===== config.mk =====
export PLATFORM = sky130hd
export DESIGN_NAME = traction_current_ramp_limiter
export DESIGN_NICKNAME = d
export VERILOG_FILES = /design/src/rtl/trcl_pkg.sv /design/src/rtl/traction_current_ramp_limiter.sv
export SDC_FILE = /design/constraint.sdc
export NUM_CORES = 2
export LEC_CHECK = 0
export ABC_AREA = 1
export BUFFER_PORTS_ARGS = -buffer_cell sky130_fd_sc_hd__buf_2
export CORE_MARGIN = 2
export CORE_UTILIZATION = 58
export DETAILED_ROUTE_END_ITERATION = 12
export GPL_TIMING_DRIVEN = 0
export PLACE_DENSITY = 0.82
export SLEW_MARGIN = 25
export SYNTH_ARGS = -nofsm -noshare
export SYNTH_HDL_FRONTEND = slang
export SYNTH_SLANG_ARGS = --single-unit

===== constraint.sdc =====
create_clock -name clk -period 10.6 [get_ports clk]
set_clock_uncertainty 0.1 [all_clocks]
set_input_delay 0.53 -clock clk [delete_from_list [all_inputs] [get_ports clk]]
set_output_delay 0.53 -clock clk [all_outputs]
set_load 0.02 [all_outputs]

===== src/rtl/trcl_pkg.sv =====
// Shared types and constants for the traction current ramp limiter.
`default_nettype none

package trcl_pkg;

  localparam int CUR_W     = 18;
  localparam int RATE_W    = 20;
  localparam int RPM_W     = 17;
  localparam int Q12_W     = 13;
  localparam int DT_W      = 16;
  localparam int STEP_W    = 27;
  localparam int DIV_CNT_W = 5;
  localparam int CFG_IDX_W = 3;
  localparam int CFG_DAT_W = 20;
  localparam int RECIP_W   = 24;

  localparam logic [Q12_W-1:0]     SCALE_ONE    = 13'd4096;
  localparam logic [DT_W-1:0]      DEFAULT_DT   = 16'd10;
  localparam logic [DT_W-1:0]      MAX_DT       = 16'hFFFF;
  localparam logic [CUR_W-1:0]     INTERLOCK_MA = 18'd10;
  localparam logic [RPM_W-1:0]     MS_PER_S     = 17'd1000;
  // Rounded-up 2^30 / 125, exact for every dividend below 2^23.
  localparam logic [RECIP_W-1:0]   RECIP_125    = 24'd8589935;
  localparam logic [DIV_CNT_W-1:0] TAPER_STEPS  = 5'd12;

  typedef enum logic [CFG_IDX_W-1:0] {
    CFG_MAX_DRIVE   = 3'd0,
    CFG_MAX_BRAKE   = 3'd1,
    CFG_DRIVE_RATE  = 3'd2,
    CFG_BRAKE_RATE  = 3'd3,
    CFG_LIMIT_RPM   = 3'd4,
    CFG_START_RPM   = 3'd5
  } cfg_idx_t;

  typedef enum logic [3:0] {
    S_IDLE,
    S_TAPER,
    S_TDIV,
    S_MUL1,
    S_MUL2,
    S_MUL3,
    S_DFOLD,
    S_DRECIP,
    S_DSTEP,
    S_BFOLD,
    S_BRECIP,
    S_BSTEP,
    S_RAMP,
    S_LOCK
  } state_t;

endpackage

`default_nettype wire


===== src/rtl/traction_current_ramp_limiter.sv =====
// Top level of the traction current ramp limiter with its sequencer and shared datapath.
//
//   channel | direction | handshake            | payload
//   --------+-----------+----------------------+--------------------------------------------
//   cfg     | in        | cfg_valid, cfg_ready | cfg_index, cfg_data
//   in      | in        | in_valid, in_ready   | enabled, emergency_stop, throttle, ...
//   out     | out       | out_valid, out_ready | speed_scale, targets, ramped currents
//
// A transaction on the input channel is worked on by the sequencer, through the bit-serial
// taper divider of 12 steps when the speed taper divides, and through a fold, a reciprocal
// multiply and a step state per ramp step for a division by 1000 on the one shared multiplier.
// in_ready rises again the cycle after the result is registered. A result that has not
// been taken holds the next one in its final state.
// Reset is synchronous and clears the levels, the last tick and all configuration registers.
`default_nettype none

module traction_current_ramp_limiter (
  input  wire logic                          clk,
  input  wire logic                          rst,
  input  wire logic                          cfg_valid,
  output logic                               cfg_ready,
  input  wire logic [trcl_pkg::CFG_IDX_W-1:0] cfg_index,
  input  wire logic [trcl_pkg::CFG_DAT_W-1:0] cfg_data,
  input  wire logic                          in_valid,
  output logic                               in_ready,
  input  wire logic                          enabled,
  input  wire logic                          emergency_stop,
  input  wire logic signed [15:0]            throttle,
  input  wire logic signed [15:0]            brake_demand,
  input  wire logic                          telemetry_valid,
  input  wire logic signed [17:0]            motor_rpm,
  input  wire logic [31:0]                   now_ms,
  output logic                               out_valid,
  input  wire logic                          out_ready,
  output logic [trcl_pkg::Q12_W-1:0]         speed_scale,
  output logic [trcl_pkg::CUR_W-1:0]         drive_target_ma,
  output logic [trcl_pkg::CUR_W-1:0]         brake_target_ma,
  output logic [trcl_pkg::CUR_W-1:0]         drive_current_ma,
  output logic [trcl_pkg::CUR_W-1:0]         brake_current_ma
);

  import trcl_pkg::*;

  function automatic logic [Q12_W-1:0] clamp_q12(input logic signed [15:0] v);
    logic [Q12_W-1:0] r;
    if (v[15]) begin
      r = '0;
    end else if (v > $signed({3'b000, SCALE_ONE})) begin
      r = SCALE_ONE;
    end else begin
      r = v[Q12_W-1:0];
    end
    return r;
  endfunction

  function automatic logic [CUR_W-1:0] ramp_level(input logic [CUR_W-1:0] level,
                                                   input logic [CUR_W-1:0] target,
                                                   input logic [STEP_W-1:0] step);
    logic [STEP_W:0]  sum;
    logic [CUR_W-1:0] diff;
    logic [CUR_W-1:0] r;
    sum  = {{(STEP_W + 1 - CUR_W){1'b0}}, level} + {1'b0, step};
    diff = level - target;
    if (level < target) begin
      r = (sum > {{(STEP_W + 1 - CUR_W){1'b0}}, target}) ? target : sum[CUR_W-1:0];
    end else if (level > target) begin
      r = (step >= {{(STEP_W - CUR_W){1'b0}}, diff}) ? target : level - step[CUR_W-1:0];
    end else begin
      r = level;
    end
    return r;
  endfunction

  state_t state, state_next;

  logic [CUR_W-1:0]  max_drive, max_brake;
  logic [RATE_W-1:0] drive_rate, brake_rate;
  logic [RPM_W-1:0]  limit_rpm, start_rpm;

  logic [CUR_W-1:0] drive_level, brake_level;
  logic [31:0]      last_tick;

  logic             item_active;
  logic [Q12_W-1:0] item_thr, item_brk;
  logic             item_tlm;
  logic [17:0]      item_rpm;
  logic [DT_W-1:0]  dt;

  logic [Q12_W-1:0]  scale;
  logic [CUR_W-1:0]  drive_t, brake_t;
  logic [STEP_W-1:0] dstep, bstep;
  logic [CUR_W-1:0]  drive_ramp, brake_ramp;

  logic [30:0]        mul_a;
  logic [RECIP_W-1:0] mul_b;
  logic [46:0]        mul_p, mul_full;

  logic [17:0]       fold_a;
  logic [25:0]       fold_z;
  logic [22:0]       fold_w;
  logic [STEP_W-1:0] fold_hi, step_sum;

  logic [RPM_W-1:0]     div_rem, div_den;
  logic [Q12_W-1:0]     div_quo;
  logic [DIV_CNT_W-1:0] div_cnt;
  logic [RPM_W:0]       div_t, div_diff;
  logic                 div_ge;

  logic        in_fire, out_free, div_last, brk_nz;
  logic [31:0] elapsed;
  logic [DT_W-1:0] dt_new;
  logic [17:0] mag;
  logic [CUR_W-1:0] lock_drive, lock_brake;

  assign cfg_ready = 1'b1;
  assign in_fire   = in_valid && in_ready;
  assign out_free  = !out_valid || out_ready;
  assign div_last  = (div_cnt == {{(DIV_CNT_W - 1){1'b0}}, 1'b1});
  assign brk_nz    = (item_brk != '0);

  assign elapsed = now_ms - last_tick;
  always_comb begin
    if (last_tick != 32'd0 && now_ms > last_tick) begin
      dt_new = (elapsed[31:DT_W] != '0) ? MAX_DT : elapsed[DT_W-1:0];
    end else begin
      dt_new = DEFAULT_DT;
    end
  end

  assign mag = item_rpm[17] ? (~item_rpm + 18'd1) : item_rpm;

  assign div_t    = {div_rem, 1'b0};
  assign div_diff = div_t - {1'b0, div_den};
  assign div_ge   = (div_t >= {1'b0, div_den});

  // Since 2^18 = 262 * 1000 + 144, the upper part of the product folds into the lower one.
  assign fold_a   = mul_p[35:18];
  assign fold_z   = {1'b0, fold_a, 7'd0} + {4'd0, fold_a, 4'd0} + {8'd0, mul_p[17:0]};
  assign step_sum = fold_hi + {10'd0, mul_p[46:30]};

  assign mul_full = {16'd0, mul_a} * {23'd0, mul_b};

  always_comb begin
    lock_drive = (brake_ramp > INTERLOCK_MA) ? '0 : drive_ramp;
    lock_brake = (lock_drive > INTERLOCK_MA) ? '0 : brake_ramp;
  end

  always_comb begin
    mul_a = '0;
    mul_b = '0;
    unique case (state)
      S_MUL1: begin
        mul_a = {13'd0, (brk_nz ? max_brake : max_drive)};
        mul_b = {11'd0, (brk_nz ? item_brk : item_thr)};
      end
      S_MUL2: begin
        mul_a = mul_p[30:0];
        mul_b = {11'd0, scale};
      end
      S_MUL3: begin
        mul_a = {11'd0, drive_rate};
        mul_b = {8'd0, dt};
      end
      S_DRECIP, S_BRECIP: begin
        mul_a = {8'd0, fold_w};
        mul_b = RECIP_125;
      end
      S_DSTEP: begin
        mul_a = {11'd0, brake_rate};
        mul_b = {8'd0, dt};
      end
      default: begin
        mul_a = '0;
        mul_b = '0;
      end
    endcase
  end

  always_ff @(posedge clk) begin
    if (rst) begin
      state <= S_IDLE;
    end else begin
      state <= state_next;
    end
  end

  always_comb begin
    state_next = state;
    in_ready   = 1'b0;
    unique case (state)
      S_IDLE: begin
        in_ready = 1'b1;
        if (in_valid) state_next = S_TAPER;
      end
      S_TAPER: begin
        if (!item_tlm || limit_rpm == '0 || start_rpm == '0 ||
            mag <= {1'b0, start_rpm} || mag >= {1'b0, limit_rpm}) begin
          state_next = S_MUL1;
        end else begin
          state_next = S_TDIV;
        end
      end
      S_TDIV:   if (div_last) state_next = S_MUL1;
      S_MUL1:   state_next = S_MUL2;
      S_MUL2:   state_next = S_MUL3;
      S_MUL3:   state_next = S_DFOLD;
      S_DFOLD:  state_next = S_DRECIP;
      S_DRECIP: state_next = S_DSTEP;
      S_DSTEP:  state_next = S_BFOLD;
      S_BFOLD:  state_next = S_BRECIP;
      S_BRECIP: state_next = S_BSTEP;
      S_BSTEP:  state_next = S_RAMP;
      S_RAMP:   state_next = S_LOCK;
      S_LOCK:   if (out_free) state_next = S_IDLE;
      default:  state_next = S_IDLE;
    endcase
  end

  always_ff @(posedge clk) begin
    if (rst) begin
      max_drive  <= '0;
      max_brake  <= '0;
      drive_rate <= '0;
      brake_rate <= '0;
      limit_rpm  <= '0;
      start_rpm  <= '0;
    end else if (cfg_valid && cfg_ready) begin
      unique case (cfg_idx_t'(cfg_index))
        CFG_MAX_DRIVE:  max_drive  <= cfg_data[CUR_W-1:0];
        CFG_MAX_BRAKE:  max_brake  <= cfg_data[CUR_W-1:0];
        CFG_DRIVE_RATE: drive_rate <= cfg_data[RATE_W-1:0];
        CFG_BRAKE_RATE: brake_rate <= cfg_data[RATE_W-1:0];
        CFG_LIMIT_RPM:  limit_rpm  <= cfg_data[RPM_W-1:0];
        CFG_START_RPM:  start_rpm  <= cfg_data[RPM_W-1:0];
        default: ;
      endcase
    end
  end

  always_ff @(posedge clk) begin
    if (rst) begin
      last_tick   <= '0;
      drive_level <= '0;
      brake_level <= '0;
      out_valid   <= 1'b0;
    end else begin
      if (out_valid && out_ready) out_valid <= 1'b0;
      if (in_fire) last_tick <= now_ms;
      if (state == S_LOCK && out_free) begin
        drive_level <= lock_drive;
        brake_level <= lock_brake;
        out_valid   <= 1'b1;
      end
    end
  end

  always_ff @(posedge clk) begin
    if (in_fire) begin
      item_active <= enabled && !emergency_stop;
      item_thr    <= clamp_q12(throttle);
      item_brk    <= clamp_q12(brake_demand);
      item_tlm    <= telemetry_valid;
      item_rpm    <= motor_rpm;
      dt          <= dt_new;
    end

    unique case (state)
      S_TAPER: begin
        div_cnt <= TAPER_STEPS;
        div_rem <= limit_rpm - mag[RPM_W-1:0];
        div_den <= limit_rpm - start_rpm;
        if (!item_tlm || limit_rpm == '0 || start_rpm == '0 ||
            mag <= {1'b0, start_rpm}) begin
          div_quo <= SCALE_ONE;
        end else begin
          div_quo <= '0;
        end
      end
      S_TDIV: begin
        div_rem <= div_ge ? div_diff[RPM_W-1:0] : div_t[RPM_W-1:0];
        div_quo <= {div_quo[Q12_W-2:0], div_ge};
        div_cnt <= div_cnt - {{(DIV_CNT_W - 1){1'b0}}, 1'b1};
      end
      S_MUL1: begin
        scale <= div_quo;
        mul_p <= mul_full;
      end
      S_MUL2: begin
        brake_t <= (item_active && brk_nz) ? mul_p[29:12] : '0;
        mul_p   <= mul_full;
      end
      S_MUL3: begin
        drive_t <= (item_active && !brk_nz) ? mul_p[41:24] : '0;
        mul_p   <= mul_full;
      end
      S_DFOLD, S_BFOLD: begin
        fold_w  <= fold_z[25:3];
        fold_hi <= {1'b0, fold_a, 8'd0} + {7'd0, fold_a, 2'd0} + {8'd0, fold_a, 1'b0};
      end
      S_DRECIP, S_BRECIP: begin
        mul_p <= mul_full;
      end
      S_DSTEP: begin
        dstep <= step_sum;
        mul_p <= mul_full;
      end
      S_BSTEP: begin
        bstep <= step_sum;
      end
      S_RAMP: begin
        drive_ramp <= ramp_level(drive_level, drive_t, dstep);
        brake_ramp <= ramp_level(brake_level, brake_t, bstep);
      end
      S_LOCK: begin
        if (out_free) begin
          speed_scale      <= scale;
          drive_target_ma  <= drive_t;
          brake_target_ma  <= brake_t;
          drive_current_ma <= lock_drive;
          brake_current_ma <= lock_brake;
        end
      end
      default: ;
    endcase
  end

`ifndef ASSERT_OFF
  a_busy_after_accept: assert property (@(posedge clk) disable iff (rst)
    in_valid && in_ready |=> !in_ready)
    else $error("input accepted twice in a row");

  a_current_interlock: assert property (@(posedge clk) disable iff (rst)
    out_valid |-> !(drive_current_ma > INTERLOCK_MA && brake_current_ma > INTERLOCK_MA))
    else $error("drive and brake currents both above the interlock threshold");

  a_target_exclusive: assert property (@(posedge clk) disable iff (rst)
    out_valid |-> (drive_target_ma == '0 || brake_target_ma == '0))
    else $error("drive and brake targets both nonzero");

  a_scale_bound: assert property (@(posedge clk) disable iff (rst)
    out_valid |-> speed_scale <= SCALE_ONE)
    else $error("speed scale above unity");
`endif

endmodule

`default_nettype wire


# [Word level (Yosys, flattened, before mapping)]
# Cells that the tools add are included.
# Widths: inputs -> output; s select.
[op_classes] add_sub_neg=17 mul=1 n_div=0 order_cmp=16 eq_ne=22 shift=0 mux=31 bitwise=2 n_reduce_logical=40
[op_table] operator="$mux 18" n=12
[op_table] operator="$pmux 31 s5" n=1
[op_table] operator="$pmux 24 s4" n=1
[op_table] operator="$sub 18x18->18" n=4
[op_table] operator="$add 18x27->28" n=2
[op_table] operator="$gt 28x18->1" n=2
[op_table] operator="$pmux 4 s14" n=1
[op_table] operator="$ge 27x18->1" n=2
[op_table] operator="$mux 13" n=4
[op_table] operator="$sub 17x17->17" n=3
[op_table] operator="$mul 31x24->47" n=1
[op_table] operator="$ge 18x17->1" n=2
[op_table] operator="$gt 18x18->1" n=2
[op_table] operator="$gt 18x4->1 const B" n=2
[op_table] operator="$lt 18x18->1" n=2
[op_table] operator="$logic_not 17->1" n=2
[op_table] operator="$pmux 17 s2" n=1
[op_table] operator="$gt 16x14->1 const B" n=2
[op_table] operator="$gt 32x32->1" n=1
[op_table] operator="$reduce_bool 32->1" n=1
[op_table] operator="$sub 32x32->32" n=1
[op_table] operator="$add 26x20->27" n=1
[op_table] operator="$add 27x17->27" n=1
[op_table] operator="$add 27x19->27" n=1
[op_table] operator="other kinds (34)" n=77
[totals] regBits=618 latchBits=0 ram_bits=0 rom_bits=0 input_bits=113 out_inout_bits=88 elab_cells=168 mem_count=0

# [Longest topological paths before layout]
[depth] ltp_word=8 ltp_mapped=39

# [Worst setup path before layout]
# No wires, ideal clock.
[synth_timing] path_type="register -> register" start="reg state[0]" end="reg mul_p[40], data pin" arrival_ns=8.192 required_ns=10.235 setup_slack_ns=2.043 stages_incl_launch_ff=35 n_path_buf=2 synth_period_minus_slack_ns=8.557 path_cell_list="dfxtp_1 -> nor2_1 -> inv_1 -> nor2_1 -> nor2_1 -> inv_2 -> buf_2 -> a221oi_1 -> nand2_1 -> clkbuf_1 -> nand2_1 -> fa_1 -> fa_1 -> inv_1 -> fa_1 -> inv_1 -> fa_1 -> inv_1 -> fa_1 -> fa_1 -> inv_1 -> fa_1 -> inv_1 -> ha_1 -> nand2_1 -> nor2_1 -> nand2_1 -> nor4_1 -> nand2_1 -> nand3_1 -> nand2_1 -> nand2_1 -> a21oi_1 -> o21ai_0 -> xor2_1"
[synth_between] elab_chain_len=4 elab_cells_between_ends=11
[synth_lines] item="start: declaration" line_no="traction_current_ramp_limiter.sv:74" text="state_t state, state_next;"
[synth_lines] item="start signal: assignment" line_no="traction_current_ramp_limiter.sv:183" text="state <= state_next;"
[synth_lines] item="$eq 4x4->1 or $eq 4x3->1 (tied branches)" line_no="traction_current_ramp_limiter.sv:151" text="unique case (state)"
[synth_lines] item="$reduce_or 2->1 (on tied branches)"
[synth_lines] item="$pmux 31 s5 or $pmux 24 s4 (tied branches)" line_no="traction_current_ramp_limiter.sv:151"
[synth_lines] item="$mul 31x24->47 (*)" line_no="traction_current_ramp_limiter.sv:141" text="assign mul_full = {16'd0, mul_a} * {23'd0, mul_b};"
[synth_lines] item="via mul_full[40]" line_no="traction_current_ramp_limiter.sv:96" text="logic [46:0] mul_p, mul_full;"
[synth_lines] item="end signal: assignment" line_no="traction_current_ramp_limiter.sv:286" text="mul_p <= mul_full;"
[synth_lines] item="end signal: assignment" line_no="traction_current_ramp_limiter.sv:290" text="mul_p <= mul_full;"
[synth_lines] item="end signal: assignment" line_no="traction_current_ramp_limiter.sv:294" text="mul_p <= mul_full;"
[synth_lines] item="end: declaration" line_no="traction_current_ramp_limiter.sv:96"
# Mark *: on every way through the listed nets, which the timed path passes. The rest lies on a longest branch.
# A chain may end at the register's enable or synchronous reset.

# [Worst setup path after layout]
[layout_timing] start="reg state[0]" end="reg mul_p[46], data pin"
# The elaborated chain is that of the path after synthesis.

==> results.json <==
{
  "critPathCapture": "mul_p[46]$_DFFE_PP_",
  "startpoint_type": "register",
  "seq_area_um2": 16700,
  "synth-main-ff-cell": "edfxtp_1",
  "max_freq_ghz": 0.0979,
  "startpoint": "state[0]$_SDFFE_PP0P_",
  "synth.distinct_cells": 73,
  "synth_edf_count": 434,
  "rr_worst_depth": 30,
  "power.density_nw_per_um2": 128,
  "r2r_start": "state[0]$_SDFFE_PP0P_",
  "syn_area_per_cell_um2": 8.14,
  "cts_tree": "yes",
  "criticalPathCategory": "reg -> reg",
  "worst_path_largest_cell_delay_ps": 660,
  "antenna_found_initial": 10,
  "outcome": "completed",
  "die_x_um": 326,
  "tightest_slew_ps": 1260,
  "setup_tns_ps": 0,
  "drc": 0,
  "finalCriticalPeriod_ps": 10210,
  "grt_setup_unrepaired": "no",
  "syn_area_um2": 60000,
  "endpoint_kind": "register",
  "rows": 117,
  "path_clk_slew_ps": 70,
  "final_common_cell": "inv_1",
  "ys_seq_elements": 617,
  "timing.critical_path.required_ps": 10840,
  "clk_path_buf_depth": 3,
  "mostFrequentLayoutCells": "1513 x inv_1, 1246 x nand2_1, 733 x nor2_1",
  "cp_slowest_cell": "o21ai_0",
  "dp_hpwl_mm": 158,
  "ir_worst_vdd_mv": 0.123,
  "grt_max_degree": 62,
  "core_um2": 102000,
  "grt_pass1_wl_mm": 291,
  "gp_congestion": 1.02,
  "cp_common_cell": "fa_1",
  "drt-total-wl_mm": 188,
  "initial_utilization_pct": 58.7,
  "place_inst": 8991,
  "drtIter0Drc": 5283,
  "numCtsBuffers": 69,
  "die_h_um": 326,
  "worst_hold_path_type": "in -> reg",
  "async_reset_ff_share_pct": 0,
  "cts_root_buf": "clkbuf_16",
  "dr.pass1.iters": 6,
  "grt_overflow": 0,
  "multiInputGateArea_um2": 36800,
  "utilization_pct": 64.3,
  "io_buffers": 199,
  "yosys_warnings": 0,
  "finalHoldViolations": 0,
  "cts_setup_buffers": 0,
  "grt_pass1_vias": 51300,
  "num_io_pins": 201,
  "ys_seq_area_share_pct": 27.8,
  "vias": 51700,
  "vias_per_cell": 5.66,
  "p_leak_nw": 32.1,
  "drv_slew": 0,
  "clkSinkCount": 617,
  "r2r_slack_ps": 390,
  "fin_nets": 8889,
  "cp_max_fo": 10,
  "timing.rr.end": "mul_p[46]$_DFFE_PP_",
  "die-area_um2": 106000,
  "setup_viol": 0,
  "layout.cells.non_filler": 9141,
  "grt_usage_pct": 35.6,
  "max_cap_viol_count": 0,
  "arrival_ps": 10450,
  "area_growth_pct": 9.51,
  "period_share_pct": 96.3,
  "wl_per_cell_um": 20.6,
  "drive_gt1_share_pct": 6.35,
  "htreeDepth": 3,
  "slew_headroom_pct": 15.1,
  "ant_nets": 0,
  "synthCells": 7370,
  "clk_latency_ps": 650,
  "fill_cells": 8687
}
==> layer usage <==
metal,track usage (%),vias to the layer above,part of all wire (%)
met5,0,-,0.014
met4,15.9,4,5.0
met3,7.64,473,11
met2,55.5,2539,44
met1,48.0,24600,40
li1,-,24100,-
==> worst min path at each step <==
stage                                   from                           to  slack, ps  cells after the start
floorplan              div_quo[12]$_DFFE_PP_          scale[12]$_DFFE_PP_        300                      0
global placement    div_quo[2]$_SDFFCE_PN0P_           scale[2]$_DFFE_PP_        330                      0
detailed placement  div_quo[5]$_SDFFCE_PN0P_           scale[5]$_DFFE_PP_        340                      0
CTS                             cfg_data[18]  drive_rate[18]$_SDFFE_PP0P_         10                      3
global route                    cfg_data[18]  drive_rate[18]$_SDFFE_PP0P_         60                      3
finish                          cfg_data[19]  drive_rate[19]$_SDFFE_PP0P_         40                      3
==> registers in the layout, summed over array words and instances (netlist names), 20 cells and up <==
register    count
brake_rate     20
fold_w         23
last_tick      32
drive_rate     20
bstep          27
fold_hi        26
mul_p          47
dstep          27
==> repair_timing <==
item	CTS	global route
hold endpoints to repair	19	0
setup endpoints to repair	0	1
gates resized for setup	0	3
hold buffers	19	0
==> worst max-delay path: cells and delay by family (launching register included) <==
family                     cells  cell delay [ps]
AOI/OAI and AO/OA              5             2690
and+or+nand+nor                7             1370
buffers and inverters          9             1370
xor gates and xnor gates       1              130
adders and majority gates      8             3850
DFF                            1              340
==> area by class of cell <==
cell class / count / share of cell area, %
Buffer: 196 / 1.35
Multi-Input combinational cell: 5049 / 56.0
Timing Repair Buffer: 227 / 2.11
Clock buffer: 87 / 2.86
Clock inverter: 38 / 0.699
Tap cell: 1368 / 2.61
Inverter: 1552 / 8.88
Sequential cell: 617 / 25.4
Antenna cell: 7 / 0.0267
==> kinds of logic after synthesis <==
kind of cell,Yosys count,synth area share (%)
compound gates,1179,11.0
buf+inv,1749,11.2
flops,617,27.8
xor+xnor,276,4.04
fa+ha+maj,1064,28.7
other cells,2,0.0125
simple gates,2483,17.3
==> power breakdown <==
| part | switching (W) | internal, W | total, W |
|---|---|---|---|
| registers | 0.000149 | 0.00291 | 0.00305 |
| logic | 0.00192 | 0.000956 | 0.00288 |
| clock network | 0.00105 | 0.00144 | 0.00249 |
==> per-stage QoR <==
stage               hold slack, ps  total power (W)  area, um^2  worst slack [ps]
floorplan                      300          0.00499       60100              2040
global placement               330          0.00581       62800              -796
detailed placement             336          0.00588       63100               612
CTS                           14.6          0.00836       65600               488
global route                  55.6          0.00886       65700              90.6
finish                        38.4          0.00842       65700               389
==> Yosys cell counts, types with 8 or more instances <==
library cell | count | share of area (%)
nand3_1 | 238 | 2.0
clkinv_1 | 8 | 0.050
inv_1 | 1514 | 9.5
inv_2 | 29 | 0.18
buf_2 | 44 | 0.37
o21a_1 | 20 | 0.25
nand4_1 | 85 | 0.89
o21ai_1 | 22 | 0.18
nand3b_1 | 8 | 0.10
and3_1 | 8 | 0.083
a21o_1 | 20 | 0.25
buf_4 | 14 | 0.18
nand2_1 | 1247 | 7.8
fa_1 | 518 | 17
a31oi_1 | 15 | 0.16
or2_2 | 8 | 0.083
xor2_1 | 191 | 2.8
o31ai_1 | 14 | 0.18
clkbuf_1 | 128 | 0.80
nor2_1 | 738 | 4.6
dfxtp_1 | 183 | 6.1
nor3_1 | 63 | 0.53
edfxtp_1 | 434 | 22
a21boi_0 | 15 | 0.19
a21oi_2 | 13 | 0.19
a211oi_1 | 12 | 0.15
a21oi_1 | 470 | 3.9
o21ai_0 | 455 | 3.8
ha_1 | 546 | 11
xnor2_1 | 84 | 1.2
o21bai_1 | 32 | 0.40
o211ai_1 | 28 | 0.35
a221oi_1 | 23 | 0.34
o221ai_1 | 8 | 0.12
nor4_1 | 44 | 0.46
Power figures use the tool's default switching activity.
